==> config.mk <==
export PLATFORM = sky130hd
export DESIGN_NAME = zip_local_header_walker
export DESIGN_NICKNAME = d
export VERILOG_FILES = /design/src/rtl/core/zlhw_pkg.sv /design/src/rtl/core/zlhw_core.sv /design/src/rtl/core/zip_local_header_walker.sv
export SDC_FILE = /design/constraint.sdc
export NUM_CORES = 1
export LEC_CHECK = 0
export BUFFER_PORTS_ARGS = -buffer_cell sky130_fd_sc_hd__buf_2
export CAP_MARGIN = 0
export CORE_MARGIN = 2
export CORE_UTILIZATION = 35
export DETAILED_ROUTE_END_ITERATION = 8
export GPL_TIMING_DRIVEN = 0
export PLACE_DENSITY = 0.56
export SYNTH_ARGS = -nofsm -noshare
export SYNTH_HDL_FRONTEND = slang
export SYNTH_HIERARCHICAL = 1
export SYNTH_SLANG_ARGS = --single-unit
==> constraint.sdc <==
create_clock -name aclk -period 29.3 [get_ports aclk]
set_clock_uncertainty 0.15 [all_clocks]
set_input_delay 5.86 -clock aclk [delete_from_list [all_inputs] [get_ports aclk]]
set_output_delay 5.86 -clock aclk [all_outputs]
set_load 0.05 [all_outputs]
==> src/rtl/core/zlhw_pkg.sv <==
// types and constants shared by the zip local header walker
// no dependencies
package zlhw_pkg;

    // walk phases; the codes double as byte class values
    typedef enum logic [2:0] {
        PH_HEADER = 3'd0,
        PH_NAME   = 3'd1,
        PH_EXTRA  = 3'd2,
        PH_DATA   = 3'd3,
        PH_DESC   = 3'd4,
        PH_STOP   = 3'd5
    } phase_t;

    localparam logic [2:0]  CLS_HEADER = 3'd0;
    localparam logic [2:0]  CLS_NAME   = 3'd1;
    localparam logic [2:0]  CLS_EXTRA  = 3'd2;
    localparam logic [2:0]  CLS_DATA   = 3'd3;
    localparam logic [2:0]  CLS_DESC   = 3'd4;
    localparam logic [2:0]  CLS_STOP   = 3'd5;

    localparam logic [31:0] LOCAL_SIG  = 32'h04034b50;
    localparam logic [31:0] DESC_SIG   = 32'h08074b50;
    localparam int unsigned DESC_FLAG_BIT = 3;
    localparam logic [4:0]  DESC_LONG  = 5'd16;
    localparam logic [4:0]  DESC_SHORT = 5'd12;
    localparam logic [4:0]  HDR_LAST   = 5'd29;
    localparam logic [15:0] METHOD_STORE   = 16'd0;
    localparam logic [15:0] METHOD_DEFLATE = 16'd8;

    // one result of the walker
    typedef struct packed {
        logic [2:0]  byte_class;
        logic [7:0]  byte_out;
        logic        header_done;
        logic        name_last;
        logic        data_last;
        logic [15:0] comp_method;
        logic        method_supported;
        logic [31:0] packed_size;
        logic [31:0] unpacked_size;
        logic [15:0] entry_number;
    } result_t;

endpackage

==> src/rtl/core/zlhw_core.sv <==
// walk state and per-byte classification of the zip local header walker
// depends on zlhw_pkg
module zlhw_core
    import zlhw_pkg::*;
(
    input  logic       aclk,
    input  logic       aresetn,
    input  logic       byte_en,
    input  logic [7:0] byte_in,
    output result_t    res
);

    phase_t      phase_reg, phase_next;
    logic [31:0] section_count_reg, section_count_next;
    logic [31:0] sig_word_reg, sig_word_next;
    logic [15:0] gp_flags_reg, gp_flags_next;
    logic [15:0] method_reg, method_next;
    logic [31:0] packed_len_reg, packed_len_next;
    logic [31:0] unpacked_len_reg, unpacked_len_next;
    logic [15:0] name_len_reg, name_len_next;
    logic [15:0] extra_len_reg, extra_len_next;
    logic [31:0] desc_word_reg, desc_word_next;
    logic [4:0]  desc_total_reg, desc_total_next;
    logic [15:0] entry_counter_reg, entry_counter_next;

    logic [4:0]  hdr_idx;
    logic [31:0] idx_inc;
    logic        exit_en;
    phase_t      exit_from;
    logic [2:0]  cls;
    logic        hdone, nlast, dlast;

    // walk state registers
    always_ff @(posedge aclk) begin
        if (!aresetn) begin
            phase_reg         <= PH_HEADER;
            section_count_reg <= '0;
            sig_word_reg      <= '0;
            gp_flags_reg      <= '0;
            method_reg        <= '0;
            packed_len_reg    <= '0;
            unpacked_len_reg  <= '0;
            name_len_reg      <= '0;
            extra_len_reg     <= '0;
            desc_word_reg     <= '0;
            desc_total_reg    <= '0;
            entry_counter_reg <= '0;
        end else if (byte_en) begin
            phase_reg         <= phase_next;
            section_count_reg <= section_count_next;
            sig_word_reg      <= sig_word_next;
            gp_flags_reg      <= gp_flags_next;
            method_reg        <= method_next;
            packed_len_reg    <= packed_len_next;
            unpacked_len_reg  <= unpacked_len_next;
            name_len_reg      <= name_len_next;
            extra_len_reg     <= extra_len_next;
            desc_word_reg     <= desc_word_next;
            desc_total_reg    <= desc_total_next;
            entry_counter_reg <= entry_counter_next;
        end
    end

    // header byte index, clamped to the last header byte
    assign hdr_idx = (section_count_reg >= 32'd30) ? HDR_LAST : section_count_reg[4:0];
    assign idx_inc = section_count_reg + 32'd1;

    // next state for one byte
    always_comb begin
        phase_next         = phase_reg;
        section_count_next = section_count_reg;
        sig_word_next      = sig_word_reg;
        gp_flags_next      = gp_flags_reg;
        method_next        = method_reg;
        packed_len_next    = packed_len_reg;
        unpacked_len_next  = unpacked_len_reg;
        name_len_next      = name_len_reg;
        extra_len_next     = extra_len_reg;
        desc_word_next     = desc_word_reg;
        desc_total_next    = desc_total_reg;
        entry_counter_next = entry_counter_reg;
        exit_en            = 1'b0;
        exit_from          = PH_HEADER;
        cls                = CLS_STOP;
        hdone              = 1'b0;
        nlast              = 1'b0;
        dlast              = 1'b0;

        unique case (phase_reg)
            PH_HEADER: begin
                cls = CLS_HEADER;
                // first header byte clears the previous entry's fields
                if (hdr_idx == 5'd0) begin
                    sig_word_next     = '0;
                    gp_flags_next     = '0;
                    method_next       = '0;
                    packed_len_next   = '0;
                    unpacked_len_next = '0;
                    name_len_next     = '0;
                    extra_len_next    = '0;
                end
                // little-endian field capture
                if (hdr_idx < 5'd4) begin
                    sig_word_next[{hdr_idx[1:0], 3'b000} +: 8] = byte_in;
                end else if (hdr_idx < 5'd6) begin
                    // version needed, not kept
                end else if (hdr_idx < 5'd8) begin
                    gp_flags_next[{hdr_idx[0], 3'b000} +: 8] = byte_in;
                end else if (hdr_idx < 5'd10) begin
                    method_next[{hdr_idx[0], 3'b000} +: 8] = byte_in;
                end else if (hdr_idx < 5'd18) begin
                    // time, date and crc, not kept
                end else if (hdr_idx < 5'd22) begin
                    packed_len_next[{hdr_idx[1:0] + 2'd2, 3'b000} +: 8] = byte_in;
                end else if (hdr_idx < 5'd26) begin
                    unpacked_len_next[{hdr_idx[1:0] + 2'd2, 3'b000} +: 8] = byte_in;
                end else if (hdr_idx < 5'd28) begin
                    name_len_next[{hdr_idx[0], 3'b000} +: 8] = byte_in;
                end else begin
                    extra_len_next[{hdr_idx[0], 3'b000} +: 8] = byte_in;
                end
                // signature check, then header end
                if (hdr_idx == 5'd3 && sig_word_next != LOCAL_SIG) begin
                    phase_next = PH_STOP;
                end else if (hdr_idx == HDR_LAST) begin
                    hdone     = 1'b1;
                    exit_en   = 1'b1;
                    exit_from = PH_HEADER;
                end else begin
                    section_count_next = {27'd0, hdr_idx + 5'd1};
                end
            end
            PH_NAME: begin
                cls = CLS_NAME;
                if (idx_inc >= {16'd0, name_len_reg}) begin
                    nlast     = 1'b1;
                    exit_en   = 1'b1;
                    exit_from = PH_NAME;
                end else begin
                    section_count_next = idx_inc;
                end
            end
            PH_EXTRA: begin
                cls = CLS_EXTRA;
                if (idx_inc >= {16'd0, extra_len_reg}) begin
                    exit_en   = 1'b1;
                    exit_from = PH_EXTRA;
                end else begin
                    section_count_next = idx_inc;
                end
            end
            PH_DATA: begin
                cls = CLS_DATA;
                if (section_count_reg >= packed_len_reg - 32'd1) begin
                    dlast     = 1'b1;
                    exit_en   = 1'b1;
                    exit_from = PH_DATA;
                end else begin
                    section_count_next = idx_inc;
                end
            end
            PH_DESC: begin
                cls = CLS_DESC;
                // lead-in word decides the descriptor length
                if (section_count_reg < 32'd4) begin
                    desc_word_next[{section_count_reg[1:0], 3'b000} +: 8] = byte_in;
                end
                if (section_count_reg == 32'd3) begin
                    desc_total_next = (desc_word_next == DESC_SIG) ? DESC_LONG : DESC_SHORT;
                end
                if (desc_total_next != 5'd0 && idx_inc >= {27'd0, desc_total_next}) begin
                    exit_en   = 1'b1;
                    exit_from = PH_DESC;
                end else begin
                    section_count_next = idx_inc;
                end
            end
            default: begin
                cls        = CLS_STOP;
                phase_next = PH_STOP;
            end
        endcase

        // move on to the next non-empty section or the next entry
        if (exit_en) begin
            section_count_next = '0;
            if (exit_from < PH_NAME && name_len_next != 16'd0) begin
                phase_next = PH_NAME;
            end else if (exit_from < PH_EXTRA && extra_len_next != 16'd0) begin
                phase_next = PH_EXTRA;
            end else if (exit_from < PH_DATA && packed_len_next != 32'd0) begin
                phase_next = PH_DATA;
            end else if (exit_from < PH_DESC && gp_flags_next[DESC_FLAG_BIT]) begin
                phase_next      = PH_DESC;
                desc_word_next  = '0;
                desc_total_next = '0;
            end else begin
                phase_next         = PH_HEADER;
                entry_counter_next = entry_counter_reg + 16'd1;
            end
        end
    end

    // result shows the state after this byte
    always_comb begin
        res.byte_class       = cls;
        res.byte_out         = byte_in;
        res.header_done      = hdone;
        res.name_last        = nlast;
        res.data_last        = dlast;
        res.comp_method      = method_next;
        res.method_supported = (method_next == METHOD_STORE) ||
                               (method_next == METHOD_DEFLATE);
        res.packed_size      = packed_len_next;
        res.unpacked_size    = unpacked_len_next;
        res.entry_number     = entry_counter_next;
    end

endmodule

==> src/rtl/core/zip_local_header_walker.sv <==
// Walks the local file entries of a ZIP archive fed one byte per transfer and
// returns one result per byte: its class, the byte itself, end-of-header,
// end-of-name and end-of-data marks, and the current entry's method, sizes and
// index. The block takes one byte every cycle while s_ready is high, and each result
// is registered before it reaches the m_ side. All per-byte work is one pass of
// logic from the walk state to the result register, and a two-entry output
// buffer (result register plus skid register) keeps s_ready high while a
// single result waits, so a stall on m_ready reaches s_ready only after two
// results are held. A signature mismatch on a header stops the walk until reset.
// Depends on zlhw_pkg and zlhw_core.
module zip_local_header_walker
    import zlhw_pkg::*;
(
    input  logic        aclk,
    input  logic        aresetn,
    input  logic        s_valid,
    output logic        s_ready,
    input  logic [7:0]  s_byte_in,
    output logic        m_valid,
    input  logic        m_ready,
    output logic [2:0]  m_byte_class,
    output logic [7:0]  m_byte_out,
    output logic        m_header_done,
    output logic        m_name_last,
    output logic        m_data_last,
    output logic [15:0] m_comp_method,
    output logic        m_method_supported,
    output logic [31:0] m_packed_size,
    output logic [31:0] m_unpacked_size,
    output logic [15:0] m_entry_number
);

    result_t step_res;
    result_t out_reg;
    result_t skid_reg;
    logic    out_valid_reg;
    logic    skid_valid_reg;
    logic    s_xfer;
    logic    out_free;

    assign s_ready  = !skid_valid_reg;
    assign s_xfer   = s_valid && s_ready;
    assign out_free = !out_valid_reg || m_ready;

    // walk state and classification
    zlhw_core u_core (
        .aclk    (aclk),
        .aresetn (aresetn),
        .byte_en (s_xfer),
        .byte_in (s_byte_in),
        .res     (step_res)
    );

    // output buffer occupancy
    always_ff @(posedge aclk) begin
        if (!aresetn) begin
            out_valid_reg  <= 1'b0;
            skid_valid_reg <= 1'b0;
        end else if (out_free) begin
            out_valid_reg  <= skid_valid_reg || s_xfer;
            skid_valid_reg <= 1'b0;
        end else if (s_xfer) begin
            skid_valid_reg <= 1'b1;
        end
    end

    // output buffer payload
    always_ff @(posedge aclk) begin
        if (out_free) begin
            if (skid_valid_reg) begin
                out_reg <= skid_reg;
            end else if (s_xfer) begin
                out_reg <= step_res;
            end
        end else if (s_xfer) begin
            skid_reg <= step_res;
        end
    end

    assign m_valid            = out_valid_reg;
    assign m_byte_class       = out_reg.byte_class;
    assign m_byte_out         = out_reg.byte_out;
    assign m_header_done      = out_reg.header_done;
    assign m_name_last        = out_reg.name_last;
    assign m_data_last        = out_reg.data_last;
    assign m_comp_method      = out_reg.comp_method;
    assign m_method_supported = out_reg.method_supported;
    assign m_packed_size      = out_reg.packed_size;
    assign m_unpacked_size    = out_reg.unpacked_size;
    assign m_entry_number     = out_reg.entry_number;

endmodule

==> results of run 1 <==
==> kinds of logic (layout without fill, tap and decap cells) <==
kind of cell,after synthesis,in the layout
simple gates,895,895
compound gates,546,546
flops,457,457
buf+inv,250,480
mux,162,162
fa+ha+maj,84,84
xor+xnor,67,67
other cells,0,2
==> final cells by class <==
| class | count | share of cell area (%) |
|---|---|---|
| Buffer | 181 | 3.03 |
| Sequential cell | 457 | 40.2 |
| Clock inverter | 34 | 1.36 |
| Clock buffer | 62 | 4.76 |
| Timing Repair Buffer | 134 | 2.69 |
| Antenna cell | 2 | 0.0177 |
| Tap cell | 940 | 4.16 |
| Inverter | 69 | 0.915 |
| Multi-Input combinational cell | 1754 | 42.9 |
==> routing by layer <==
layer | up-vias | track usage, %
met5 | - | 0
met4 | 0 | 10.0
met3 | 190 | 5.00
met2 | 902 | 41.2
met1 | 10700 | 36.1
li1 | 9625 | -
==> placed cells by master (no fill, tap or decap), types with 29 or more instances in the layout <==
cell | Yosys | final
xnor2_1 | 29 | 29
a21oi_1 | 88 | 88
nand2_1 | 197 | 197
mux2_4 | 35 | 35
edfxtp_1 | 222 | 222
mux2i_1 | 46 | 46
nand4_1 | 55 | 55
dfxtp_1 | 235 | 235
a22oi_1 | 64 | 64
clkbuf_1 | 106 | 114
nand3_1 | 64 | 64
o21ai_0 | 80 | 80
nand2b_1 | 33 | 33
mux2_2 | 81 | 81
nor4_1 | 47 | 46
a21o_1 | 40 | 40
clkbuf_16 | 0 | 51
nor3_1 | 70 | 70
nor2_1 | 239 | 239
inv_1 | 67 | 67
a22o_1 | 67 | 67
buf_2 | 38 | 159
ha_1 | 84 | 84
xor2_1 | 38 | 38
==> through the flow <==
step	worst slack [ps]	power, W	hold WS [ps]	util (%)	instances
CTS	17670	0.00198	308	40.5	3630
detailed placement	17040	0.00131	297	38.0	3534
finish	17330	0.00199	309	40.5	3633
global placement	10280	0.00131	287	37.8	3521
global route	17300	0.00206	329	40.5	3631
floorplan	14240	0.00109	277	-	2461
==> path summary, 6_finish.rpt <==
path	endpoint
max reg2reg	u_core/desc_total_reg[2]
min reg2reg	u_core/sig_word_reg[5]
max	m_entry_number[3]
min	u_core/sig_word_reg[5]
==> worst reg2reg max path: stages, from the launching register on <==
cell and delay [ps]:
dfxtp_1 630, inv_1 740, ha_1 290, o2111ai_1 130, nand3_1 280, nor3_2 250, inv_2 120, clkbuf_1 570
clkbuf_1 610, clkbuf_1 600, buf_1 980, ha_1 620, nand4_1 250, nor4_2 600, o21ai_1 330, a22o_1 480
a41oi_1 350, nand4_1 200, o21bai_2 320, o2111ai_1 380, a21boi_1 920, o22ai_1 200
==> power groups by stage <==
stage,sequential [W],combinational [W],clock [W]
3_5_place_dp,0.000728,0.000586,0
4_1_cts,0.000714,0.000588,0.000681
2_1_floorplan,0.000771,0.000315,0
5_1_grt,0.000717,0.000634,0.000704
3_3_place_gp,0.000731,0.000580,0
6_report,0.000715,0.000607,0.000667
==> impl_metrics.toml, run 1 <==
[timing]
max_slew.worst_pin.slew_ps = 1500
setup_viol = 0
period_share_pct = 40.8
fmax_mhz = 83.6
fin_crit_ps = 11970
hold_viol = 0
rsz0062_at_grt = "no"
tns_ps = 0
slew_headroom_pct = -0.906
final_max_slew_viol_count = 1

[floorplanning]
core_mm2 = 0.0698
num_rows = 97
die_x_um = 269
io_pins = 125
die_h_um = 269
initial_core_util_pct = 35.2
die_area_mm2 = 0.0724

[logic_synthesis]
ys_ff_latch = 457
synth_fa_ha_area_share_pct = 4.27
async_reset_ff_share_pct = 0
muxShareOfSynthArea_pct = 7.72
synth-simple-area-share_pct = 19.0
synth.most_common_cell = "nor2_1"
synth_commonest_cells = "239 x nor2_1, 235 x dfxtp_1, 222 x edfxtp_1"
synth_top_family_by_area = "simple AND/OR/NAND/NOR gates"
yosysTopAreaCell = "edfxtp_1"
synth_edf_count = 222
synth_ff_type = "dfxtp_1"
syn_area_per_cell_um2 = 10.0
syn_inst = 2461
synth_area_leaders = "edfxtp_1 27%, dfxtp_1 19%, ha_1 4.3%, mux2_2 3.7%, nor2_1 3.6%"
synth-compound-area-share_pct = 15.8
synth_fp_nets = 2557
synth-xor-area-share_pct = 2.39
syn-cell-area_mm2 = 0.0246
ys_types = 92
synth-warning-count = 6
ys_seq_area_share_pct = 46.2
yosys.area.top_type_share_pct = 27.1

[grt]
grt_pass1_wl_um = 143000
overflow = 0
grt_max_degree = 70
grtUsageTotal_pct = 26.4
antenna_found_initial = 5
grt_pass1_vias = 20600

[route]
drt-met1-wl_um = 42800
wire_per_inst_um = 27.0
totalWireLength_um = 98000
postRouteAntennaNets = 0
top_layer = "met4"
vias = 21400
dr.pass1.iters = 6
met2RoutedLength_um = 43600
vias_per_cell = 5.89
drc = 0
wl_met3_um = 7580
first_iter_violations = 2071

[setup_path]
slowest_stage = "nor4_2"
critPathMaxFanout = 10
endpoint_kind = "flip-flop"
start_kind = "input port"
path_depth = 20
critPathRequiredTime_ps = 29520
cp_num_buf_inv = 4
slowest_delay_ps = 860
r2r_setup_slack_ps = 19140
cp.arrival_ps = 12180
path_cells = "clkbuf_1 -> inv_1 -> nor3_1 -> mux2i_1 -> or4_4 -> nor4_4 -> mux2i_1 -> ha_1 -> and2_1 -> o2111ai_1 -> o21ai_0 -> nand3_1 -> o211ai_1 -> nor4_2 -> nor2b_4 -> buf_6 -> buf_2 -> nor3_1 -> xor2_1 -> mux2_2"
r2r_start = "u_core/section_count_reg[0]"
critPathKind = "input port to flip-flop"
ff2ff_path_depth = 21
critical_path.top_delay_family = "simple AND/OR/NAND/NOR gates"
startpoint = "s_byte_in[6]"

[layout]
stdcell_area_mm2 = 0.0283
regArea_mm2 = 0.0114
fin_nets = 2744
area_growth_pct = 15.0
drive_above_1_share_pct = 16.4
largest_register_ffs = 111
multiInputGateArea_mm2 = 0.0121
num-fill-cells = 6771

[run_status]
status = "complete, but fails checks"
violations = "max-capacitance violations, max-slew violations"

[pwr]
swShare_pct = 38.4
pwr-share-comb_pct = 30.5
total_leakage_power_nw = 11.0
power_frac_clock_pct = 33.5
power.switching_w = 0.000763
power_frac_seq_pct = 35.9
p_per_area_mw_per_mm2 = 70.3
ir_drop_uv = 39.3
cell_internal_pwr_w = 0.00123

[placement]
dpl.hpwl_um = 74000
gp_congestion = 1.03
placed_area_mm2 = 0.0265
port-buffer-count = 120

[clock_tree]
max-clock-path-buffers = 3
cts-root-buf = "clkbuf_16"
cts_tree = "yes"
htreeDepth = 2
clock-sinks = 457
cts_setup_buffers = 0
holdBufCountCts = 0
insertion_delay_ps = 620
post_cts_resized = 0
clk_pin_slew_ps = 60
numCtsBuffers = 51

[worst_hold_path]
hold_class = "flip-flop to flip-flop"
min_from = "u_core/sig_word_reg[5]"
hold_path_depth = 2

[job]
cap_violations = 2
Note: power is estimated with default switching activity, not from simulation.
==> run 2: changes to the inputs <==
--- a/config.mk
+++ b/config.mk
@@ -5,13 +5,14 @@
 export SDC_FILE = /design/constraint.sdc
 export NUM_CORES = 1
 export LEC_CHECK = 0
+export ABC_AREA = 1
 export BUFFER_PORTS_ARGS = -buffer_cell sky130_fd_sc_hd__buf_2
 export CAP_MARGIN = 0
 export CORE_MARGIN = 2
 export CORE_UTILIZATION = 35
 export DETAILED_ROUTE_END_ITERATION = 8
 export GPL_TIMING_DRIVEN = 0
-export PLACE_DENSITY = 0.56
+export PLACE_DENSITY = 0.58
 export SYNTH_ARGS = -nofsm -noshare
 export SYNTH_HDL_FRONTEND = slang
 export SYNTH_HIERARCHICAL = 1
==> constraint.sdc (replaced) <==
create_clock -name aclk -period 9.8 [get_ports aclk]
set_clock_uncertainty 0.15 [all_clocks]
set_input_delay 1.96 -clock aclk [delete_from_list [all_inputs] [get_ports aclk]]
set_output_delay 1.96 -clock aclk [all_outputs]
set_load 0.05 [all_outputs]
==> run 2 against run 1 <==
The flow now finishes without violations. Sequential power grew to 3.8 times the previous value. Register-to-register slack lost 16000 ps. Cell count rose by 31%. Combinational power grew to 8.9 times the previous value. Routed wire length down 3.4%.
==> impl_metrics.toml, run 2 <==
[run_status]
status = "completed"

[setup_path]
slowest_delay_ps = 500
endpoint_kind = "flip-flop"
critPathMaxFanout = 10
r2r_setup_slack_ps = 3230
critPathRequiredTime_ps = 10000
start_kind = "flip-flop"
critPathKind = "flip-flop to flip-flop"
ff2ff_path_depth = 36
cp_common_cell = "nand2_1"
r2r-end = "m_entry_number[8]"
r2r_start = "u_core/packed_len_reg[0]"
slowest_stage = "nor4_1"
cp.arrival_ps = 6770

[clock_tree]
max-clock-path-buffers = 3
holdBufCountCts = 0
cts_tree = "yes"
clk_pin_slew_ps = 60
post_cts_resized = 0
clock-sinks = 457
cts_setup_buffers = 0
numCtsBuffers = 53
htreeDepth = 2
cts-root-buf = "clkbuf_16"
insertion_delay_ps = 620

[layout]
final_cell_mix = "1,025 x nand2_1, 427 x inv_1, 298 x o21ai_0"
layout_commonest_cell = "nand2_1"
area_growth_pct = 14.1
largest_register_ffs = 111
fin_nets = 3838
drive_above_1_share_pct = 9.48

[pwr]
ir_drop_uv = 133
total_leakage_power_nw = 13.4
p_per_area_mw_per_mm2 = 337

[placement]
port-buffer-count = 121
gp_congestion = 0.999
dpl.hpwl_um = 70500

[worst_hold_path]
hold_path_depth = 2
holdPathEnd = "u_core/desc_total_reg[1]"
hold_class = "flip-flop to flip-flop"
min_from = "u_core/desc_total_reg[1]"

[route]
wire_per_inst_um = 19.9
vias_per_cell = 5.28
totalWireLength_um = 94700
first_iter_violations = 2283
dr.pass1.iters = 6
postRouteAntennaNets = 0
drc = 0
vias = 25100

[timing]
period_share_pct = 67.1
fin_crit_ps = 6570
max_slew.worst_pin.slew_ps = 1150
setup_viol = 0
slew_headroom_pct = 23.5
hold_viol = 0
tns_ps = 0
final_max_slew_viol_count = 0
rsz0062_at_grt = "no"
fin_hold_ws_ps = 296
fmax_mhz = 152

[logic_synthesis]
syn_area_per_cell_um2 = 7.39
synth.most_common_cell = "nand2_1"
synth-simple-area-share_pct = 25.6
synth_fa_ha_area_share_pct = 4.00
synth-compound-area-share_pct = 15.6
ys_ff_latch = 457
syn_inst = 3559
synth-warning-count = 6
synth_top_family_by_area = "simple AND/OR/NAND/NOR gates"
ys_seq_area_share_pct = 43.2
async_reset_ff_share_pct = 0
synth_area_leaders = "edfxtp_1 25%, dfxtp_1 18%, nand2_1 15%, inv_1 6.1%, o21ai_0 5.7%"
yosysTopAreaCell = "edfxtp_1"
ys_types = 57
yosys.area.top_type_share_pct = 25.4
synth_edf_count = 222
synth-xor-area-share_pct = 1.57
synth_commonest_cells = "1,025 x nand2_1, 427 x inv_1, 298 x o21ai_0"
synth_fp_nets = 3655
synth_ff_type = "dfxtp_1"
syn-cell-area_mm2 = 0.0263
muxShareOfSynthArea_pct = 0

[floorplanning]
num_rows = 100
initial_core_util_pct = 35.3
die_h_um = 278
die_area_mm2 = 0.0773
die_x_um = 278
io_pins = 125
core_mm2 = 0.0744

[grt]
grt_max_degree = 33
antenna_found_initial = 1
overflow = 0
grt_pass1_wl_um = 141000
grt_pass1_vias = 23000
grtUsageTotal_pct = 23.8

[job]
cap_violations = 0
[run 2: metrics by stage]
stage	setup WS (ps)	utilization [%]	cell area [um2]	std cells	total power, W
after floorplan	1640	-	26300	3559	0.00631
after global placement	-1200	37.8	28100	4649	0.00798
after detailed placement	3320	38.0	28300	4656	0.00801
after CTS	3260	40.3	30000	4756	0.0100
after global routing	2620	40.3	30000	4756	0.0107
final	3230	40.3	30000	4757	0.0101
[run 2: power breakdown]
| part | leakage, nW | switching (W) | internal, W |
|---|---|---|---|
| Sequential | 4.08 | 0.000214 | 0.00250 |
| Clock | 0.836 | 0.000851 | 0.00114 |
| Combinational | 8.44 | 0.00403 | 0.00137 |
[run 2: kinds of logic (layout without fill, tap and decap cells)]
logic type	Yosys count	in the layout
AND/OR/NAND/NOR	1594	1594
AO/OA/AOI/OAI	735	735
buffers and inverters	642	870
flip-flops	457	457
adder cells (fa/ha/maj)	84	84
XOR/XNOR	47	47
other	0	1
[run 2: area by class of cell]
class | instances | area [um2]
buffer | 193 | 957
timing repair buffer | 128 | 746
sequential | 457 | 11400
inverter | 449 | 1690
clock inverter | 28 | 250
multi-input combinational | 2460 | 12300
clock buffer | 72 | 1480
antenna | 1 | 2.50
fill | 7790 | 44400
tap | 969 | 1210
[run 2: worst max path at each step]
stage	startpoint	end	slack, ps	cells after the start
after global placement	s_valid	m_entry_number[13]	-1200	3
final	u_core/packed_len_reg[0]	m_entry_number[8]	3230	36
after CTS	u_core/packed_len_reg[0]	m_entry_number[12]	3260	36
after detailed placement	s_byte_in[0]	m_entry_number[11]	3320	29
after global routing	u_core/packed_len_reg[0]	m_entry_number[5]	2620	38
after floorplan	m_ready	m_byte_class[0]	1640	2
[run 2: worst max-delay path: cells and delay by family (launching register included)]
| kind | cells | cell delay [ps] |
|---|---|---|
| DFF | 1 | 310 |
| AOI/OAI and AO/OA | 1 | 100 |
| and+or+nand+nor | 28 | 4370 |
| buffers and inverters | 4 | 700 |
| xor gates and xnor gates | 1 | 170 |
| adders and majority gates | 2 | 500 |
[run 2: per-layer routing]
layer / vias up / track usage, % / routed length, um
met5: - / 0 / 0
met4: 0 / 10.3 / 4530
met3: 239 / 2.80 / 6490
met2: 1018 / 39.0 / 43000
met1: 11700 / 31.7 / 40700
li1: 12100 / - / -
==> run 3: changes to the inputs <==
==> constraint.sdc (replaced) <==
create_clock -name aclk -period 5.9 [get_ports aclk]
set_clock_uncertainty 0.15 [all_clocks]
set_input_delay 1.18 -clock aclk [delete_from_list [all_inputs] [get_ports aclk]]
set_output_delay 1.18 -clock aclk [all_outputs]
set_load 0.05 [all_outputs]
==> run 3 against run 2 <==
Cell area rose by 1.3%. Critical path type unchanged. Critical endpoint is now m_entry_number[4]. Register-to-register slack got worse by 2900 ps. Critical path depth shrank 7.
==> impl_metrics.toml, run 3 (synthesis gave the netlist of run 2 again) <==
[grt]
grt_max_degree = 33
grt_most_used_layer = "met2"
overflow = 0
antenna_found_initial = 1
gr-usage-met2_pct = 38.5
grtUsageTotal_pct = 23.7
use_met3_pct = 3.22
grt_pass1_vias = 23200
grt_pass1_wl_um = 141000
gr-usage-met1_pct = 31.7

[layout]
fin_nets = 3848
final_cell_mix = "1,024 x nand2_1, 425 x inv_1, 298 x o21ai_0"
area_growth_pct = 15.6
largest_register_ffs = 111
antennaDiodeCount = 0
stdcell_area_mm2 = 0.0304
drive_above_1_share_pct = 11.1
final_util_pct = 40.8
layout_commonest_cell = "nand2_1"

[clock_tree]
clock-sinks = 457
htreeDepth = 2
numCtsBuffers = 53
holdBufCountCts = 0
insertion_delay_ps = 620
cts_tree = "yes"
max-clock-path-buffers = 3
clk_pin_slew_ps = 70
cts-root-buf = "clkbuf_16"

[route]
first_iter_violations = 2588
vias_per_cell = 5.26
wire_per_inst_um = 19.7
vias = 25000
dr.pass1.iters = 6
totalWireLength_um = 93900
postRouteAntennaNets = 0
drc = 0

[timing]
max_slew.worst_pin.slew_ps = 1230
fin_ws_ps = 293
fin_hold_ws_ps = 308
hold_viol = 0
fin_crit_ps = 5610
slew_headroom_pct = 18.2
fmax_mhz = 178
period_share_pct = 95.0
final_max_slew_viol_count = 0
setup_viol = 0

[setup_path]
start_kind = "flip-flop"
cp_num_buf_inv = 7
cp_common_cell = "nand2_1"
critPathRequiredTime_ps = 6110
critPathMaxFanout = 12
slowest_stage = "dfxtp_2"
endpoint_kind = "flip-flop"
r2r_setup_slack_ps = 290
critPathKind = "flip-flop to flip-flop"
critical_path.top_delay_family = "simple AND/OR/NAND/NOR gates"
slowest_delay_ps = 440
cp.arrival_ps = 5820

[floorplanning]
initial_core_util_pct = 35.3
die_area_mm2 = 0.0773
core_mm2 = 0.0744
num_rows = 100
die_x_um = 278
io_pins = 125
die_h_um = 278

[pwr]
ir_drop_uv = 235
total_leakage_power_nw = 13.5
p_per_area_mw_per_mm2 = 563

[placement]
dpl.hpwl_um = 70100
placed_area_mm2 = 0.0283
post-place-ws_ps = -601
port-buffer-count = 121
gp_congestion = 0.992

[worst_hold_path]
hold_class = "flip-flop to flip-flop"

[run_status]
status = "completed"

[job]
cap_violations = 0
## run 3: final cells by class
class,count,area (um2)
Fill cell,7733,44100
Tap cell,969,1210
Clock inverter,40,463
Clock buffer,59,1390
Multi-Input combinational cell,2460,12500
Inverter,449,1690
Timing Repair Buffer,140,843
Sequential cell,457,11400
Buffer,191,960
## run 3: where the power goes
group          switching, W  internal [W]  total [W]
sequential         0.000359       0.00415    0.00451
combinational       0.00671       0.00236    0.00906
clock               0.00143       0.00210    0.00353
total               0.00850       0.00860     0.0171
## run 3: per-stage QoR
step / TNS, ps / std cells / total power (W)
floorplan: 0 / 3559 / 0.0105
global placement: -151620 / 4649 / 0.0132
detailed placement: -48350 / 4656 / 0.0133
CTS: 0 / 4757 / 0.0169
global route: -205 / 4765 / 0.0181
finish: 0 / 4765 / 0.0171
## run 3: metal layers
metal | vias up | routed length [um]
li1 | 12100 | -
met1 | 11700 | 40600
met2 | 1005 | 42600
met3 | 221 | 6500
met4 | 0 | 4220
met5 | - | 0
## run 3: worst register-to-register path: cells and delay by family, from the launching register on
kind            cells  cell delay [ps]
buf+inv             7             1510
fa+ha+maj           2              630
compound gates      4              700
simple gates       16             1920
flops               1              440
## run 3: worst paths after layout
path	start	endpoint	depth (start not counted)
min reg2reg	u_core/desc_total_reg[1]	u_core/desc_total_reg[1]	2
min	u_core/desc_total_reg[1]	u_core/desc_total_reg[1]	2
max reg2reg	u_core/section_count_reg[0]	m_entry_number[4]	29
max	u_core/section_count_reg[0]	m_entry_number[4]	29
## run 3: repair_timing
action / 4_1_cts / 5_1_grt
gates resized for setup: 14 / 34
pin swaps: 3 / 12
setup endpoints to repair: 119 / 119
setup buffers: 2 / 10
